==> src/hdl/lpwl_pkg.sv <==
// shared types and constants for the length-prefixed word loader
package lpwl_pkg;

    localparam int POLL_WIDTH    = 16;
    localparam int BYTE_WIDTH    = 8;
    localparam int WORD_WIDTH    = 32;
    localparam int ADDR_WIDTH    = 30;
    localparam int LED_WIDTH     = 2;
    localparam int HDR_CNT_WIDTH = 2;

    localparam int POLL_VALID_BIT = 7;
    localparam int POLL_BYTE_LSB  = 8;

    localparam logic [LED_WIDTH-1:0] LED_HEADER  = 2'h1;
    localparam logic [LED_WIDTH-1:0] LED_PAYLOAD = 2'h3;
    localparam logic [LED_WIDTH-1:0] LED_DONE    = 2'h0;

    typedef struct packed {
        logic                  write_enable;
        logic [ADDR_WIDTH-1:0] write_address;
        logic [WORD_WIDTH-1:0] write_data;
        logic [LED_WIDTH-1:0]  led_value;
        logic                  session_end;
    } lpwl_result_t;

endpackage

==> src/hdl/length_prefixed_word_loader_unit.sv <==
// Length-prefixed word loader, top level.
// Input channel: poll_word with poll_valid / poll_stall. Each word is one raw
// read of a serial data register; bit 7 flags a received byte in bits 15:8.
// The first four received bytes give the big-endian payload length, later
// bytes are packed big-endian into 32-bit words.
// Output channel: result_valid / result_stall carrying write_enable,
// write_address, write_data, led_value and session_end, one result per word.
// A word passes through the input register, then the result register.
// Throughput: one word per cycle while result_stall is low, set by the
// combinational update of the loader counters and word shifter between the
// two registers.
// While result_stall is high the result register holds; the input register
// still takes one more word, then poll_stall rises until the result leaves.
// Reset (rst_n low, asynchronous) empties both registers and returns the
// loader to the header phase with all counters and the address at zero.
// After session_end, every further word yields an all-zero result.
module length_prefixed_word_loader_unit (
    input  logic                                clk,
    input  logic                                rst_n,
    input  logic                                poll_valid,
    output logic                                poll_stall,
    input  logic [lpwl_pkg::POLL_WIDTH-1:0]     poll_word,
    output logic                                result_valid,
    input  logic                                result_stall,
    output logic                                write_enable,
    output logic [lpwl_pkg::ADDR_WIDTH-1:0]     write_address,
    output logic [lpwl_pkg::WORD_WIDTH-1:0]     write_data,
    output logic [lpwl_pkg::LED_WIDTH-1:0]      led_value,
    output logic                                session_end
);
    import lpwl_pkg::*;

    logic                  in_valid_reg;
    logic [POLL_WIDTH-1:0] in_poll_reg;
    logic                  res_valid_reg;
    lpwl_result_t          res_reg;
    lpwl_result_t          core_result;
    logic                  res_open;
    logic                  advance;

    assign res_open   = !res_valid_reg || !result_stall;
    assign advance    = in_valid_reg && res_open;
    assign poll_stall = in_valid_reg && !res_open;

    lpwl_core u_core (
        .clk    (clk),
        .rst_n  (rst_n),
        .step   (advance),
        .poll   (in_poll_reg),
        .result (core_result)
    );

    always_ff @(posedge clk or negedge rst_n)
    begin
        if (!rst_n)
        begin
            in_valid_reg  <= 1'b0;
            res_valid_reg <= 1'b0;
        end
        else
        begin
            if (!poll_stall)
            begin
                in_valid_reg <= poll_valid;
            end
            if (res_open)
            begin
                res_valid_reg <= in_valid_reg;
            end
        end
    end

    always_ff @(posedge clk)
    begin
        if (poll_valid && !poll_stall)
        begin
            in_poll_reg <= poll_word;
        end
        if (advance)
        begin
            res_reg <= core_result;
        end
    end

    assign result_valid  = res_valid_reg;
    assign write_enable  = res_reg.write_enable;
    assign write_address = res_reg.write_address;
    assign write_data    = res_reg.write_data;
    assign led_value     = res_reg.led_value;
    assign session_end   = res_reg.session_end;

endmodule

==> src/hdl/lpwl_core.sv <==
// loader state and the per-word update that produces one result
module lpwl_core (
    input  logic                               clk,
    input  logic                               rst_n,
    input  logic                               step,
    input  logic [lpwl_pkg::POLL_WIDTH-1:0]    poll,
    output lpwl_pkg::lpwl_result_t             result
);
    import lpwl_pkg::*;

    typedef enum logic [1:0] {
        PH_HEADER  = 2'd0,
        PH_PAYLOAD = 2'd1,
        PH_DONE    = 2'd2
    } phase_t;

    phase_t                   phase_reg, phase_next;
    logic [HDR_CNT_WIDTH-1:0] hdr_cnt_reg, hdr_cnt_next;
    logic [WORD_WIDTH-1:0]    length_reg, length_next;
    logic [WORD_WIDTH-1:0]    seen_reg, seen_next;
    logic [WORD_WIDTH-1:0]    asm_reg, asm_next;
    logic [ADDR_WIDTH-1:0]    addr_reg, addr_next;

    logic [BYTE_WIDTH-1:0]    rx_byte;
    logic                     rx_valid;
    logic [WORD_WIDTH-1:0]    shifted_len;
    logic [WORD_WIDTH-1:0]    shifted_asm;
    logic [WORD_WIDTH-1:0]    seen_inc;
    logic [HDR_CNT_WIDTH-1:0] hdr_inc;

    assign rx_byte     = poll[POLL_BYTE_LSB +: BYTE_WIDTH];
    assign rx_valid    = poll[POLL_VALID_BIT];
    assign shifted_len = {length_reg[WORD_WIDTH-BYTE_WIDTH-1:0], rx_byte};
    assign shifted_asm = {asm_reg[WORD_WIDTH-BYTE_WIDTH-1:0], rx_byte};
    assign seen_inc    = seen_reg + WORD_WIDTH'(1);
    assign hdr_inc     = hdr_cnt_reg + HDR_CNT_WIDTH'(1);

    always_comb
    begin
        phase_next   = phase_reg;
        hdr_cnt_next = hdr_cnt_reg;
        length_next  = length_reg;
        seen_next    = seen_reg;
        asm_next     = asm_reg;
        addr_next    = addr_reg;
        result       = '0;

        unique case (phase_reg)
            PH_HEADER:
            begin
                if (rx_valid)
                begin
                    length_next  = shifted_len;
                    hdr_cnt_next = hdr_inc;
                    // fourth length byte closes the header
                    if (hdr_inc == '0)
                    begin
                        if (shifted_len == '0)
                        begin
                            phase_next         = PH_DONE;
                            result.session_end = 1'b1;
                        end
                        else
                        begin
                            phase_next = PH_PAYLOAD;
                        end
                    end
                end
            end
            PH_PAYLOAD:
            begin
                if (rx_valid)
                begin
                    asm_next  = shifted_asm;
                    seen_next = seen_inc;
                    if (seen_inc[1:0] == 2'b00)
                    begin
                        result.write_enable  = 1'b1;
                        result.write_address = addr_reg;
                        result.write_data    = shifted_asm;
                        addr_next            = addr_reg + ADDR_WIDTH'(1);
                        asm_next             = '0;
                    end
                    if (seen_inc >= length_reg)
                    begin
                        phase_next         = PH_DONE;
                        result.session_end = 1'b1;
                    end
                end
            end
            default:
            begin
                phase_next = phase_reg;
            end
        endcase

        case (phase_next)
            PH_HEADER:  result.led_value = LED_HEADER;
            PH_PAYLOAD: result.led_value = LED_PAYLOAD;
            default:    result.led_value = LED_DONE;
        endcase
    end

    always_ff @(posedge clk or negedge rst_n)
    begin
        if (!rst_n)
        begin
            phase_reg   <= PH_HEADER;
            hdr_cnt_reg <= '0;
            length_reg  <= '0;
            seen_reg    <= '0;
            asm_reg     <= '0;
            addr_reg    <= '0;
        end
        else if (step)
        begin
            phase_reg   <= phase_next;
            hdr_cnt_reg <= hdr_cnt_next;
            length_reg  <= length_next;
            seen_reg    <= seen_next;
            asm_reg     <= asm_next;
            addr_reg    <= addr_next;
        end
    end

endmodule

==> config.mk <==
export PLATFORM = sky130hd
export DESIGN_NAME = length_prefixed_word_loader_unit
export DESIGN_NICKNAME = d
export VERILOG_FILES = /design/src/hdl/lpwl_pkg.sv /design/src/hdl/length_prefixed_word_loader_unit.sv /design/src/hdl/lpwl_core.sv
export SDC_FILE = /design/constraint.sdc
export NUM_CORES = 1
export LEC_CHECK = 0
export BUFFER_PORTS_ARGS = -buffer_cell sky130_fd_sc_hd__buf_2
export CAP_MARGIN = 10
export CELL_PAD_IN_SITES_DETAIL_PLACEMENT = 0
export CELL_PAD_IN_SITES_GLOBAL_PLACEMENT = 1
export CORE_ASPECT_RATIO = 1.25
export CORE_UTILIZATION = 43
export DETAILED_ROUTE_END_ITERATION = 7
export GPL_TIMING_DRIVEN = 0
export MAX_ROUTING_LAYER = met4
export PLACE_DENSITY_LB_ADDON = 0.1
export SYNTH_ARGS = -nofsm -noshare
export SYNTH_HDL_FRONTEND = slang
export SYNTH_SLANG_ARGS = --single-unit
==> constraint.sdc <==
create_clock -name clk -period 2.9 [get_ports clk]
set_input_delay 0 -clock clk [delete_from_list [all_inputs] [get_ports clk]]
set_output_delay 0 -clock clk [all_outputs]
set_load 0.05 [all_outputs]
Word level (Yosys, flattened, before mapping). Cells that the tools add are included.

Bits in registers: 206. Output and inout bits: 68.

Eq/ne operators: 2. Magnitude comparators: 1. Reduce and logical (&&, ||, !) cells: 18. Muxes and demuxes: 15. $add $sub $neg: 3.

Operator list (number): 63-bit two-way mux (1); 32-bit by 1-bit adder with 32-bit output (second input constant) (1); 32-bit >= comparator (1); 32-bit logical NOT (1); 30-bit by 1-bit adder with 30-bit output (second input constant) (1); 24-bit two-way mux (1); 2-bit two-way mux (5); 3-bit AND reduction (3); 2-bit logical NOT (4); 2-bit case mux with 2 select lines (2); 1-bit two-way mux (5); 2-bit by 1-bit equality test with 1-bit output (second input constant) (2); 1-bit logical NOT (4); 4-bit AND reduction (1); 1-bit logical AND (3); 2-bit by 1-bit adder with 2-bit output (second input constant) (1); 1-bit case mux with 2 select lines (1); 2-bit AND reduction (1); 1-bit logical OR (1).

Longest topological paths before layout.
Depth in word-level cells: 7. Gate-level depth with buffers: 14.

By module. From an unflattened synthesis, not the netlist that was laid out.

Cells, all modules: 810. Area total of the unflattened synthesis: 9330.2 µm².

By module, submodules not included: lpwl_core (seq. area each 3052.9 µm², cells an instance 720, instances 1, area each 6775.2 µm²); length_prefixed_word_loader_unit (seq. area each 2512.4 µm², cells an instance 90, instances 1, area each 2555.0 µm²).

Worst setup path after synthesis. OpenSTA, ideal clock, no wires.

Path type: register to register. From: register res_valid_reg (netlist: result_valid). To: register u_core.addr_reg[16]. Path buffers: 1. Clock period less this slack: 3247 ps. Stages on the path, launching flop included: 8. Data arrival time: 3124 ps. Setup slack: -347 ps. Required time: 2777 ps. Library setup time: 123 ps. Cells stage by stage: dfrtp_1 a21boi_4 nand3_4 buf_6 nor4_4 and3_1 nand3_1 xnor2_1.

Longest elaborated chain between the ends: 4.

RTL lines: from (decl) (RTL line length_prefixed_word_loader_unit.sv:35) `logic res_valid_reg;`; from (signal assigned) (RTL line length_prefixed_word_loader_unit.sv:68) `res_valid_reg <= in_valid_reg;`; 1-bit logical NOT (RTL line length_prefixed_word_loader_unit.sv:41) `assign res_open = !res_valid_reg || !result_stall;`; 1-bit logical OR (RTL line length_prefixed_word_loader_unit.sv:41); 1-bit logical AND (RTL line length_prefixed_word_loader_unit.sv:42) `assign advance = in_valid_reg && res_open;`; named net advance (RTL line length_prefixed_word_loader_unit.sv:39) `logic advance;`; 4-bit AND reduction (no source line); to (signal assigned) (RTL line lpwl_core.sv:122) `addr_reg <= addr_next;`; to (decl) (RTL line lpwl_core.sv:22) `logic [ADDR_WIDTH-1:0] addr_reg, addr_next;`.

The timed path passes the listed nets, and every way through them passes these cells. A chain may end at the register's enable or synchronous reset.

==> flow_summary.json <==
{
  "place_inst": 1160,
  "drtPass1Iterations": 5,
  "skew_ns": 0.00904,
  "setup_viol": 5,
  "crit_slowest_cell": "or4_4",
  "vias_per_cell": 4.98,
  "ctsLongestPathBuffers": 2,
  "hold_violations": 0,
  "p_leak_uw": 0.00525,
  "crit_arrival_ns": 3.39,
  "grt_pass1_wl_um": 31800,
  "cp_slowest_stage_delay_ns": 0.48,
  "tritoncts": "done",
  "synth_area_mm2": 0.00916,
  "port_buffers": 80,
  "crit_fanout": 6,
  "grt_overflow": 0,
  "start_util": 0.439,
  "post_drt_wl_per_cell_um": 15.9,
  "power_frac_clock": 0.287,
  "p_switching_uw": 2750,
  "critical_path.top_delay_family": "simple AND/OR/NAND/NOR gates",
  "power.internal_uw": 5360,
  "cp_common_cell": "nand2_4",
  "fmax_mhz": 311,
  "ys_ff_latch": 199,
  "ir_worst_vdd_v": 0.000459,
  "path_cells": "and4_1 > nand2_4 > nor4_4 > buf_4 > nand2_4 > nor2_4 > xor2_1 > ha_1 > nand4_1 > or4_4 > o22ai_4 > a21oi_4 > a32o_2",
  "instances_no_fill": 1224,
  "die_y_um": 165,
  "rows": 59,
  "synth_fp_nets": 858,
  "seqPwrFrac": 0.469,
  "violations": "negative setup slack",
  "max-slew-margin-rel": 0.469,
  "area_delta_synth_final_pct": 22.4,
  "path_class": "reg2reg",
  "p_sw_frac": 0.339,
  "dieArea_mm2": 0.0219,
  "status": "finished, violations left",
  "placed_cell_area_mm2": 0.0100,
  "rsz0062_at_grt": "true",
  "antenna_found_initial": 0,
  "p_per_area_mw_per_mm2": 724,
  "htreeDepth": 4,
  "clk_pin_slew_ns": 0.08,
  "diodes": 0,
  "required_ns": 3.08,
  "synth_edf_count": 75,
  "fin_crit_ns": 3.21,
  "hold_class": "in2async",
  "synthCells": 803,
  "rrSetupSlack_ns": -0.31,
  "drc_errors": 0,
  "synth_top_flop_cell": "dfrtp_1",
  "stdcell_area_mm2": 0.0112,
  "avgSynthCellArea_um2": 11.4,
  "clock-sinks": 199,
  "pwr-share-comb": 0.244,
  "fin_nets": 992,
  "wl_um": 19500,
  "gp_congestion": 0.868,
  "grt_use_total": 0.195,
  "grt_max_degree": 91,
  "grt_pass1_vias": 6176,
  "insertion_delay_ns": 0.44,
  "yosys_warnings": 0,
  "io_pins": 88,
  "path_buf_inv": 1,
  "synth-seq-area-share": 0.584,
  "post-dp-hpwl_um": 14000,
  "layout-drive-gt1-share": 0.232,
  "postRouteAntennaNets": 0,
  "tightest_slew_ns": 0.797,
  "die_w_um": 133,
  "maxCapViolCount": 0,
  "fin_crit_sh": 1.11,
  "finalMaxSlewViolations": 0,
  "drt-initial-drc-count": 346,
  "cts_root_buffer": "clkbuf_16",
  "setup_slack_ns": -0.314,
  "async_flop_share": 0.623,
  "synth_cell_types": 44,
  "holdWs_ns": 0.0178,
  "vias": 6097,
  "cts_inserted_buffers": 17,
  "coreArea_mm2": 0.0209,
  "startpoint_type": "flop",
  "crit_path_end_kind": "flop",
  "power_uw": 8110
}
worst register-to-register path: stages (launching register included):
cell and delay [ns]:
dfrtp_1 0.46, and4_1 0.26, nand2_4 0.12, nor4_4 0.28
buf_4 0.19, nand2_4 0.08, nor2_4 0.11, xor2_1 0.07
ha_1 0.31, nand4_1 0.13, or4_4 0.48, o22ai_4 0.15
a21oi_4 0.07, a32o_2 0.24
Yosys cell counts (all sizes together), types with 2 or more instances:
cell type / n / area share
nor3b: 3 / 0.0030
mux2: 11 / 0.014
nand3b: 24 / 0.020
and3: 13 / 0.0089
or3: 3 / 0.0020
nand2b: 4 / 0.0027
xor2: 39 / 0.037
nand2: 124 / 0.051
nor2: 31 / 0.013
and2: 70 / 0.048
buf: 5 / 0.0033
o21ai: 30 / 0.016
nand4: 15 / 0.010
clkbuf: 24 / 0.0098
nor4: 10 / 0.011
xnor2: 52 / 0.050
or4: 2 / 0.0016
nand3: 27 / 0.017
dfrtp: 124 / 0.34
edfxtp: 75 / 0.25
and4: 10 / 0.0096
ha: 35 / 0.048
a221oi: 2 / 0.0019
a21oi: 15 / 0.0082
inv: 38 / 0.016
nor3: 5 / 0.0027
o21a: 2 / 0.0016
layout make-up:
class,instances,area (µm²)
multi-input combinational,537,3880
tap,274,343
sequential,199,5360
buffer,26,121
clock inverter,14,151
inverter,38,145
fill,1854,9680
timing repair buffer,118,773
clock buffer,18,439
stage by stage:
stage	utilization	setup slack [ns]	setup TNS [ns]
floorplan	-	-0.171	-0.603
global placement	0.477	-0.760	-47.10
detailed placement	0.480	-0.816	-3.66
CTS	0.529	-0.325	-1.26
global route	0.537	-0.397	-1.79
finish	0.537	-0.314	-1.34
cells in the final DEF (no fill, tap or decap), types with 5 or more instances in the layout:
cell             n
nand2_1        118
dfrtp_1        118
buf_2           81
edfxtp_1        75
and2_1          68
xnor2_1         47
xor2_1          39
inv_1           37
ha_1            34
o21ai_0         27
nand3b_1        24
nor2_1          22
buf_4           21
nand3_1         20
clkbuf_1        19
clkbuf_16       17
nand4_1         15
dlygate4sd3_1   13
a21oi_1         12
mux2_2          11
and3_1          10
nor4_1           6
dfrtp_2          6
and4_1           5
nand2_4          5
xnor2_2          5
nor2_4           5
inv_6            5
per-layer routing:
layer | global-route usage | part of all wire
met1 | 0.229 | 0.44
met2 | 0.341 | 0.53
met3 | 0.0287 | 0.022
met4 | 0.0695 | 0.016
met5 | - | 0
power by group through the flow:
stage / registers (µW) / clock network (µW) / logic, µW
2_1_floorplan: 3980 / 0 / 1010
3_3_place_gp: 3840 / 0 / 1670
3_5_place_dp: 3860 / 0 / 1750
4_1_cts: 3810 / 2390 / 1880
5_1_grt: 3870 / 2500 / 2200
6_report: 3800 / 2330 / 1980
final timing paths:
check                                                      from                               to  cells past startpoint
worst min register to register   u_core.asm_reg[23]$_DFFE_PN0P_   u_core.asm_reg[23]$_DFFE_PN0P_                      2
worst max-delay path            u_core.seen_reg[15]$_DFFE_PN0P_           led_value[1]$_DFFE_PP_                     13
min in group clk                                  poll_word[10]        in_poll_reg[10]$_DFFE_PP_                      2
max in group asynchronous                                 rst_n         result_valid$_DFFE_PN0N_                      3
worst min-delay path                                      rst_n  u_core.seen_reg[23]$_DFFE_PN0P_                      2
worst max register to register  u_core.seen_reg[15]$_DFFE_PN0P_           led_value[1]$_DFFE_PP_                     13
kinds of logic (layout without fill, tap and decap cells):
group	after synthesis	count (layout)	synth area share
and+or+nand+nor	344	344	0.203
AOI/OAI and AO/OA	56	56	0.0355
DFF	199	199	0.584
muxes	11	11	0.0135
buffers and inverters	67	214	0.0287
adders and majority gates	35	35	0.0478
xor gates and xnor gates	91	91	0.0870
timing repair:
item                                    in CTS  in global routing
hold endpoints to repair                   135                  0
pin swaps                                   17                  8
resized for setup                           45                 30
endpoints found under the setup margin       5                  5
setup buffers                               15                  7
hold buffers                                13                  0
No activity file was read; power rests on OpenSTA's default activity.
